==> src/rtl/assert_macros.svh <==
// ----------------------------------------------------------------------------
// Assertion macros
// Shared concurrent assertion wrappers, compiled out for synthesis.
// ----------------------------------------------------------------------------
`ifndef ASSERT_MACROS_SVH
`define ASSERT_MACROS_SVH

`ifndef SYNTHESIS
`define STOT_ASSERT_PROP(lbl, ck, rn, prop, msg) \
    lbl: assert property (@(posedge ck) disable iff (!rn) (prop)) else $error(msg);
`define STOT_ASSERT_IMPL(lbl, ck, rn, ante, cons, msg) \
    lbl: assert property (@(posedge ck) disable iff (!rn) (ante) |-> (cons)) else $error(msg);
`else
`define STOT_ASSERT_PROP(lbl, ck, rn, prop, msg)
`define STOT_ASSERT_IMPL(lbl, ck, rn, ante, cons, msg)
`endif

`endif

==> src/rtl/stot_pkg.sv <==
// ----------------------------------------------------------------------------
// stot_pkg
// Types and constants shared by the tile overlap trimmer modules.
// ----------------------------------------------------------------------------
package stot_pkg;

    localparam int FIELD_BITS    = 16;
    localparam int LEN_BITS      = 16;
    localparam int CAND_BITS     = 17;
    localparam int VERDICT_BITS  = 3;
    localparam logic [LEN_BITS-1:0] MIN_LEN_RESET = 16'd8;

    typedef enum logic [VERDICT_BITS-1:0] {
        VERDICT_STORED  = 3'd0,
        VERDICT_TRIMMED = 3'd1,
        VERDICT_DISCARD = 3'd2,
        VERDICT_FULL    = 3'd3,
        VERDICT_CLEARED = 3'd4
    } verdict_t;

    typedef enum logic {
        FUNC_CHECK = 1'b0,
        FUNC_CLEAR = 1'b1
    } func_t;

    typedef logic [CAND_BITS-1:0] cand_pos_t;

    // A candidate on its way down the cell chain. Ends are start plus length.
    typedef struct packed {
        logic                clear;
        logic                trimmed;
        logic                discard;
        logic                stored;
        cand_pos_t           a;
        cand_pos_t           b;
        cand_pos_t           ea;
        cand_pos_t           eb;
        logic [LEN_BITS-1:0] len0;
    } stot_word_t;

endpackage

==> src/rtl/stot_stage.sv <==
// ----------------------------------------------------------------------------
// stot_stage
// One registered step that trims a candidate against one tile on one sequence.
// ----------------------------------------------------------------------------
module stot_stage #(
    parameter int POS_BITS = 16,
    parameter bit SECOND   = 1'b0
) (
    input  logic                              clk,
    input  logic                              rst_n,
    input  logic                              adv,
    input  logic                              in_vld,
    input  stot_pkg::stot_word_t              in_word,
    input  logic                              tile_vld,
    input  logic [POS_BITS-1:0]               tile_start,
    input  logic [((POS_BITS > stot_pkg::LEN_BITS) ?
                   POS_BITS : stot_pkg::LEN_BITS):0] tile_end,
    input  logic [stot_pkg::LEN_BITS-1:0]     min_len,
    output logic                              out_vld,
    output stot_pkg::stot_word_t              out_word
);

    localparam int EW = ((POS_BITS > stot_pkg::LEN_BITS) ?
                         POS_BITS : stot_pkg::LEN_BITS) + 1;
    localparam int CB = stot_pkg::CAND_BITS;

    logic                 vld_reg;
    stot_pkg::stot_word_t word_reg;
    stot_pkg::stot_word_t word_next;

    stot_pkg::cand_pos_t x, ex, y, ey;
    stot_pkg::cand_pos_t x_new, ex_new, y_new, ey_new;
    logic [EW-1:0] xe, exe, tse, mine;
    logic [EW-1:0] head_len, tail_len, head_shift, tail_cut;
    logic          live, head, tail;

    always_comb
    begin
        x  = SECOND ? in_word.b  : in_word.a;
        ex = SECOND ? in_word.eb : in_word.ea;
        y  = SECOND ? in_word.a  : in_word.b;
        ey = SECOND ? in_word.ea : in_word.eb;

        xe   = EW'(x);
        exe  = EW'(ex);
        tse  = EW'(tile_start);
        mine = EW'(min_len);

        live = tile_vld && !in_word.clear && !in_word.discard && !in_word.stored;
        head = (xe >= tse) && (xe < tile_end);
        tail = (exe > tse) && (exe < tile_end);

        head_len   = exe - tile_end;
        head_shift = tile_end - xe;
        tail_len   = tse - xe;
        tail_cut   = exe - tse;

        word_next = in_word;
        x_new  = x;
        ex_new = ex;
        y_new  = y;
        ey_new = ey;

        if (live)
        begin
            priority if (head)
            begin
                if ((tile_end > exe) || (head_len < mine))
                begin
                    word_next.discard = 1'b1;
                end
                else
                begin
                    x_new = tile_end[CB-1:0];
                    y_new = y + head_shift[CB-1:0];
                    word_next.trimmed = 1'b1;
                end
            end
            else if (tail)
            begin
                if (tail_len < mine)
                begin
                    word_next.discard = 1'b1;
                end
                else
                begin
                    ex_new = tse[CB-1:0];
                    ey_new = ey - tail_cut[CB-1:0];
                    word_next.trimmed = 1'b1;
                end
            end
            else
            begin
                x_new = x;
            end
        end

        if (SECOND)
        begin
            word_next.b  = x_new;
            word_next.eb = ex_new;
            word_next.a  = y_new;
            word_next.ea = ey_new;
        end
        else
        begin
            word_next.a  = x_new;
            word_next.ea = ex_new;
            word_next.b  = y_new;
            word_next.eb = ey_new;
        end
    end

    always_ff @(posedge clk or negedge rst_n)
    begin
        if (!rst_n)
        begin
            vld_reg <= 1'b0;
        end
        else if (adv)
        begin
            vld_reg <= in_vld;
        end
    end

    always_ff @(posedge clk)
    begin
        if (adv)
        begin
            word_reg <= word_next;
        end
    end

    assign out_vld  = vld_reg;
    assign out_word = word_reg;

endmodule

==> src/rtl/stot_cell.sv <==
// ----------------------------------------------------------------------------
// stot_cell
// Holds one tile and checks passing candidates against it on both sequences.
// ----------------------------------------------------------------------------
module stot_cell #(
    parameter int POS_BITS = 16
) (
    input  logic                          clk,
    input  logic                          rst_n,
    input  logic                          adv,
    input  logic                          in_vld,
    input  stot_pkg::stot_word_t          in_word,
    input  logic [stot_pkg::LEN_BITS-1:0] min_len,
    output logic                          out_vld,
    output stot_pkg::stot_word_t          out_word
);

    localparam int EW = ((POS_BITS > stot_pkg::LEN_BITS) ? POS_BITS : stot_pkg::LEN_BITS) + 1;

    logic                 tile_vld_reg;
    logic                 tile_vld_next;
    logic [POS_BITS-1:0]  start_a_reg, start_b_reg;
    logic [POS_BITS-1:0]  start_a_next, start_b_next;
    logic [EW-1:0]        end_a_reg, end_b_reg;
    logic [EW-1:0]        end_a_next, end_b_next;
    logic [EW-1:0]        a_ext, b_ext;
    logic                 live, store, clear_hit;
    stot_pkg::stot_word_t entry_word;
    stot_pkg::stot_word_t mid_word;
    logic                 mid_vld;

    // An untouched candidate that reaches the first empty cell becomes its tile.
    always_comb
    begin
        live = in_vld && !in_word.clear && !in_word.discard && !in_word.stored
               && !in_word.trimmed;
        store     = live && !tile_vld_reg;
        clear_hit = in_vld && in_word.clear;

        entry_word        = in_word;
        entry_word.stored = in_word.stored | store;

        a_ext        = EW'(in_word.a);
        b_ext        = EW'(in_word.b);
        start_a_next = a_ext[POS_BITS-1:0];
        start_b_next = b_ext[POS_BITS-1:0];
        end_a_next   = EW'(start_a_next) + EW'(in_word.len0);
        end_b_next   = EW'(start_b_next) + EW'(in_word.len0);

        priority if (clear_hit)
        begin
            tile_vld_next = 1'b0;
        end
        else if (store)
        begin
            tile_vld_next = 1'b1;
        end
        else
        begin
            tile_vld_next = tile_vld_reg;
        end
    end

    always_ff @(posedge clk or negedge rst_n)
    begin
        if (!rst_n)
        begin
            tile_vld_reg <= 1'b0;
        end
        else if (adv)
        begin
            tile_vld_reg <= tile_vld_next;
        end
    end

    always_ff @(posedge clk)
    begin
        if (adv && store)
        begin
            start_a_reg <= start_a_next;
            start_b_reg <= start_b_next;
            end_a_reg   <= end_a_next;
            end_b_reg   <= end_b_next;
        end
    end

    stot_stage #(
        .POS_BITS (POS_BITS),
        .SECOND   (1'b0)
    ) u_first (
        .clk        (clk),
        .rst_n      (rst_n),
        .adv        (adv),
        .in_vld     (in_vld),
        .in_word    (entry_word),
        .tile_vld   (tile_vld_reg),
        .tile_start (start_a_reg),
        .tile_end   (end_a_reg),
        .min_len    (min_len),
        .out_vld    (mid_vld),
        .out_word   (mid_word)
    );

    stot_stage #(
        .POS_BITS (POS_BITS),
        .SECOND   (1'b1)
    ) u_second (
        .clk        (clk),
        .rst_n      (rst_n),
        .adv        (adv),
        .in_vld     (mid_vld),
        .in_word    (mid_word),
        .tile_vld   (tile_vld_reg),
        .tile_start (start_b_reg),
        .tile_end   (end_b_reg),
        .min_len    (min_len),
        .out_vld    (out_vld),
        .out_word   (out_word)
    );

endmodule

==> config.mk <==
export PLATFORM = sky130hd
export DESIGN_NAME = stot_cell
export DESIGN_NICKNAME = d
export VERILOG_FILES = /design/src/rtl/assert_macros.svh /design/src/rtl/stot_pkg.sv /design/src/rtl/stot_stage.sv /design/src/rtl/stot_cell.sv
export SDC_FILE = /design/constraint.sdc
export NUM_CORES = 1
export LEC_CHECK = 0
export BUFFER_PORTS_ARGS = -buffer_cell sky130_fd_sc_hd__buf_2
export CAP_MARGIN = 20
export CORE_ASPECT_RATIO = 1.75
export CORE_UTILIZATION = 62
export DETAILED_ROUTE_END_ITERATION = 12
export PLACE_DENSITY = 0.91
export SLEW_MARGIN = 20
export SYNTH_ARGS = -nofsm -noshare
export SYNTH_HDL_FRONTEND = slang
export SYNTH_HIERARCHICAL = 1
export SYNTH_SLANG_ARGS = --single-unit
==> constraint.sdc <==
create_clock -name clk -period 6.29 [get_ports clk]
set_input_delay 1.258 -clock clk [delete_from_list [all_inputs] [get_ports clk]]
set_output_delay 1.258 -clock clk [all_outputs]
set_load 0.05 [all_outputs]
== Word level (Yosys, flattened, before mapping) ==
Index checks and enable logic that the tools add are counted.
W data, S select, Z words.
Cells by class
  order comparisons: 14
  reduce and logical (&&, ||, !) cells: 30
  $add $sub $neg: 14
  multiplexer cells: 44
  bitwise operators: 1
Operator list (count)
  $mux W17: 28
  $sub A17 B17 Y17: 6
  $lt A17 B16 Y1: 4
  $lt A17 B17 Y1: 4
  $add A16 B16 Y17: 2
  $add A17 B17 Y17: 2
  $ge A17 B16 Y1: 2
  $gt A17 B16 Y1: 2
  $gt A17 B17 Y1: 2
  $sub A16 B17 Y17: 2
  $sub A17 B16 Y17: 2
  $logic_and A1 B1 Y1: 17
  $mux W2: 6
  $mux W1: 10
  $logic_not A1 Y1: 9
  $logic_or A1 B1 Y1: 2
  $reduce_and A2 Y1: 1
  $reduce_bool A2 Y1: 1
  $or A1 B1 Y1: 1
Word-level totals
  bits of input ports: 108
  register bits: 245
  logic and storage cells: 128

== Logic depth before layout (Yosys ltp) ==
  word-level depth: 10
  gate-level depth with buffers: 21

== Cells and area by module ==
The synthesis kept the hierarchy.
By module, submodules not included
  stot_stage (u_second): cells an instance 956, area each 9313.9 sq um, times used 1
  stot_stage (u_first): cells an instance 921, area each 9122.5 sq um, times used 1
  stot_cell: cells an instance 274, area each 3622.2 sq um, times used 1

== Worst setup path after synthesis ==
Ideal clock, no wire load.
  path kind: input-to-reg
  from: in in_word[33] (netlist name)
  to: reg u_first.word_reg, in the netlist u_first/out_word[59], data pin
  cell stages on the path: 17
  slack: 1.237 ns
  data arrival time: 4.791 ns
  cell sequence: inv_1 > ha_1 > fa_1 > nor2b_1 > o2111ai_1 > a31oi_1 > a31oi_1 > o21ai_0 > xor2_1 > ha_1 > nand4_1 > o41ai_1 > a21boi_0 > mux2i_1 > nand3_2 > buf_6 > mux2_1
RTL lines
  start, declared: line stot_cell.sv:12  | input stot_pkg::stot_word_t in_word,
  end signal, assigned: line stot_stage.sv:130  | word_reg <= word_next;
  end, declared: line stot_stage.sv:28  | stot_pkg::stot_word_t word_reg;

==> run summary <==
The tool flagged a number of max-cap violations equal to 0. For this design the top-level I/O count stands at 197. Along the worst path, the maximum fanout reaches 28.

The number of warnings issued by yosys is 6. Walking the worst path, the cells encountered are ha_1 -> and2_1 -> o2111ai_1 -> nand2_1 -> o21ai_0 -> a21boi_0 -> o21ai_0 -> or4b_2 -> o211ai_1 -> ha_1 -> o21a_1 -> o21a_1 -> a21oi_1 -> o21ai_0 -> o311ai_0 -> nor3_1 -> nand3_2 -> buf_12 -> mux2_2. The final antenna-violating net count came out at 0. The number of buffers on the longest clock path came out at 3. The timing-limited maximum frequency is 180 MHz. The worst hold path terminates at u_second/out_word[4].

The total number of nets in the final design came out at 2,827. The final weighted congestion of routability-driven global placement is 0.983. The synthesized-area fraction occupied by xor and xnor cells is 5.08%. The maximum number of pins on one net before global-route repair came out at 70. The final wirelength is 65,800 um.

The number of detailed-routing iterations run before antenna repair came out at 6. The setup slack on the worst flop-to-flop path came out at 0.74 ns. Counting cells, the worst reg-to-reg path comes to 19.

The type of the setup path with the least slack is reg2reg. The TritonCTS buffer count came out at 24. The port buffer count came out at 196. The final clock period utilization by the worst path came out at 88.2%.

After clock tree synthesis, the repair step resized 0 gates. The total nets after synthesis is 2,621. In the layout the commonest cells are 359 x inv_1, 292 x ha_1, 242 x edfxtp_1, 195 x buf_2, 141 x a21oi_1. In this run the most critical hold path is launched from u_first/out_word[4]. The endpoint identified for the worst register-to-register timing path is u_second/out_word[67]. Detailed routing inserted a total of 17,700 vias. Leaving out fill and tap cells, the most frequent cell in the layout is inv_1. The most common flop cell mapped by yosys is edfxtp_1. The final setup violation count came out at 0.

The total number of clock tree sinks is 245. Of the total synthesized cell area, the portion taken by AND, OR, NAND and NOR gates is 9.31%. In this run the static leakage power is 11.7 nW.

In this run, distinct cell masters in the synthesized netlist total 97. The first-pass GRT wire length is 98,400 um. The final worst clock skew came out at 0.0140 ns. The die covers 36,400 um^2. Dividing total power by cell area gives a power density of 219 nW/um^2. The clock tree from TritonCTS is built. After detailed routing, the number of vias per cell comes to 6.23. By area, the combinational part of the netlist is dominated by adder cells.

The initial utilization of the core area, before any placement, comes to 62.7%. The global-route usage over all layers is 36.6%. The sum of overflow across all layers after global routing came out at 0. The startpoint identified for the worst register-to-register timing path is u_first/out_word[20]. Data on the critical path is required at its endpoint by 6.59 ns. The flow ran to the end, and the final reports show no timing, DRC or antenna violations. The share of synthesized flip-flops with an asynchronous set or reset is 1.22%. The total count of max-transition violations in the final report is 0. The slowest stage of the critical path belongs to the cell or4b_2. The area of the placeable core came out at 35,200 um^2. The average routed wire per standard cell came out at 23.2 um. Of the total synthesized cell area, the portion taken by full adders, half adders and majority gates is 22.9%.

The tightest min-delay check is of the reg2reg type. The flip-flop and latch count after synthesis came out at 245. The initial antenna violation count came out at 4.

Summing the sequential cell areas from Yosys gives 33.3% of the chip area. For the pin with the worst max-slew slack, the measured transition is 0.917 ns. The capturing element type of the critical path is a register. The cell family with the largest share of critical-path delay is compound AO/OA/AOI/OAI gates. The CTS H-tree depth came out at 1.

The overall power consumption is 0.00535 W. The worst-skew pair later-pin latency came out at 0.56 ns. The number of synthesized flops with an enable pin came out at 242. The count of buffering cells on the critical path with inverters included is 1. Of the post-synthesis cell area, the part taken by muxes is 6.78%.

The area growth from synthesis to layout is 10.6%. The number of instances on the worst hold path came out at 0. The final critical delay including setup and external delays came out at 5.55 ns. In this run the tightest slew margin relative to its limit is 38.9%. The average size of a mapped cell came out at 10.3 um^2. The cell area after synthesis is 22,100 um^2. Data on the critical path arrives at its endpoint at 5.85 ns. The number of global-route vias before repair is 18,300. The hold violation total from the final report is 0. The launch point of the worst path is u_first/out_word[20]. The site row count is 91. The post-CTS setup repair buffer count came out at 0. The delay of the slowest critical-path stage came out at 0.62 ns. The width of the die is 145 um. The total negative slack is 0 ns. The startpoint type of the worst setup path is a register.

Hold repair after CTS inserted 0 buffers. Among the stages of the critical path, the cell type that occurs most often is o21ai_0. The cell at the root of the clock tree is clkbuf_16. Setup repair after global routing left no endpoint under its margin. The clock slew seen by the registers of the worst setup and hold paths is 0.07 ns. In this run the vertical extent of the chip is 252 um.

The half-perimeter wire length of the detailed placement result came out at 53,700 um. IR analysis of the VDD net gives a maximum drop of 0.000217 V. The post-synthesis compound-gate area fraction came out at 15.8%.

In the final layout, the share of cells above drive strength 1 is 13.9%. In the routed design, unresolved DRC markers number 0. The post-synthesis instance total came out at 2,151.

The DRC violation total after the first TritonRoute iteration is 1,215.
==> report_power, final <==
part / switching, W / total [W] / leakage, nW / internal, W
Clock: 0.000669 / 0.00152 / 0.383 / 0.000852
Combinational: 0.00115 / 0.00185 / 8.92 / 0.000705
Sequential: 0.0000630 / 0.00198 / 2.35 / 0.00191
==> how the worst max path moves through the flow <==
stage                                  endpoint  slack [ns]  cells past startpoint
after floorplan            u_first/out_word[59]        1.24                     17
after global placement     u_first/out_word[59]        0.33                     18
after detailed placement   u_first/out_word[59]        0.28                     18
after CTS                 u_second/out_word[67]        0.79                     19
after global routing      u_second/out_word[67]        0.42                     19
final                     u_second/out_word[67]        0.74                     19
==> layout make-up <==
type	instances	area, um^2
well taps	465	582
multi-input cells	1522	13200
clock inverters	16	176
repair buffers	205	1090
inverters	359	1350
diodes	3	7.51
fillers	2622	10800
clock buffers	27	633
flip-flops and latches	245	7340
==> kinds of logic after synthesis <==
logic type               after synthesis
adder cells (fa/ha/maj)              362
AO/OA/AOI/OAI                        509
multiplexers                         137
buffers and inverters                384
XOR/XNOR                             128
flip-flops                           245
AND/OR/NAND/NOR                      386
==> synth_stat cells (49+ instances only) <==
| library cell | instances | area [um^2] |
|---|---|---|
| fa_1 | 70 | 1400 |
| mux2i_1 | 86 | 861 |
| xnor2_1 | 79 | 692 |
| a21o_1 | 57 | 428 |
| inv_1 | 359 | 1350 |
| o21ai_0 | 80 | 400 |
| edfxtp_1 | 242 | 7270 |
| nand2_1 | 76 | 285 |
| xor2_1 | 49 | 429 |
| a21oi_1 | 141 | 706 |
| ha_1 | 292 | 3650 |
| nor2_1 | 83 | 312 |
==> routing by layer <==
layer	global-route usage (%)	vias up	wire length, um
met5	0	-	0
met4	24.5	0	4880
met3	3.83	223	3750
met2	66.6	776	34400
met1	39.0	8544	22700
li1	-	8170	-
==> through the flow <==
stage / hold WS [ns] / instances / setup WS [ns] / util (%) / instance area (um^2)
after global placement: 0.400 / 2796 / 0.331 / 67.0 / 23600
final: 0.419 / 2842 / 0.743 / 69.3 / 24400
after floorplan: 0.400 / 2151 / 1.24 / - / 22100
after global routing: 0.426 / 2842 / 0.425 / 69.3 / 24400
after detailed placement: 0.405 / 2796 / 0.277 / 67.0 / 23600
after CTS: 0.420 / 2839 / 0.793 / 69.3 / 24400
No activity file was read; power rests on OpenSTA's default activity.
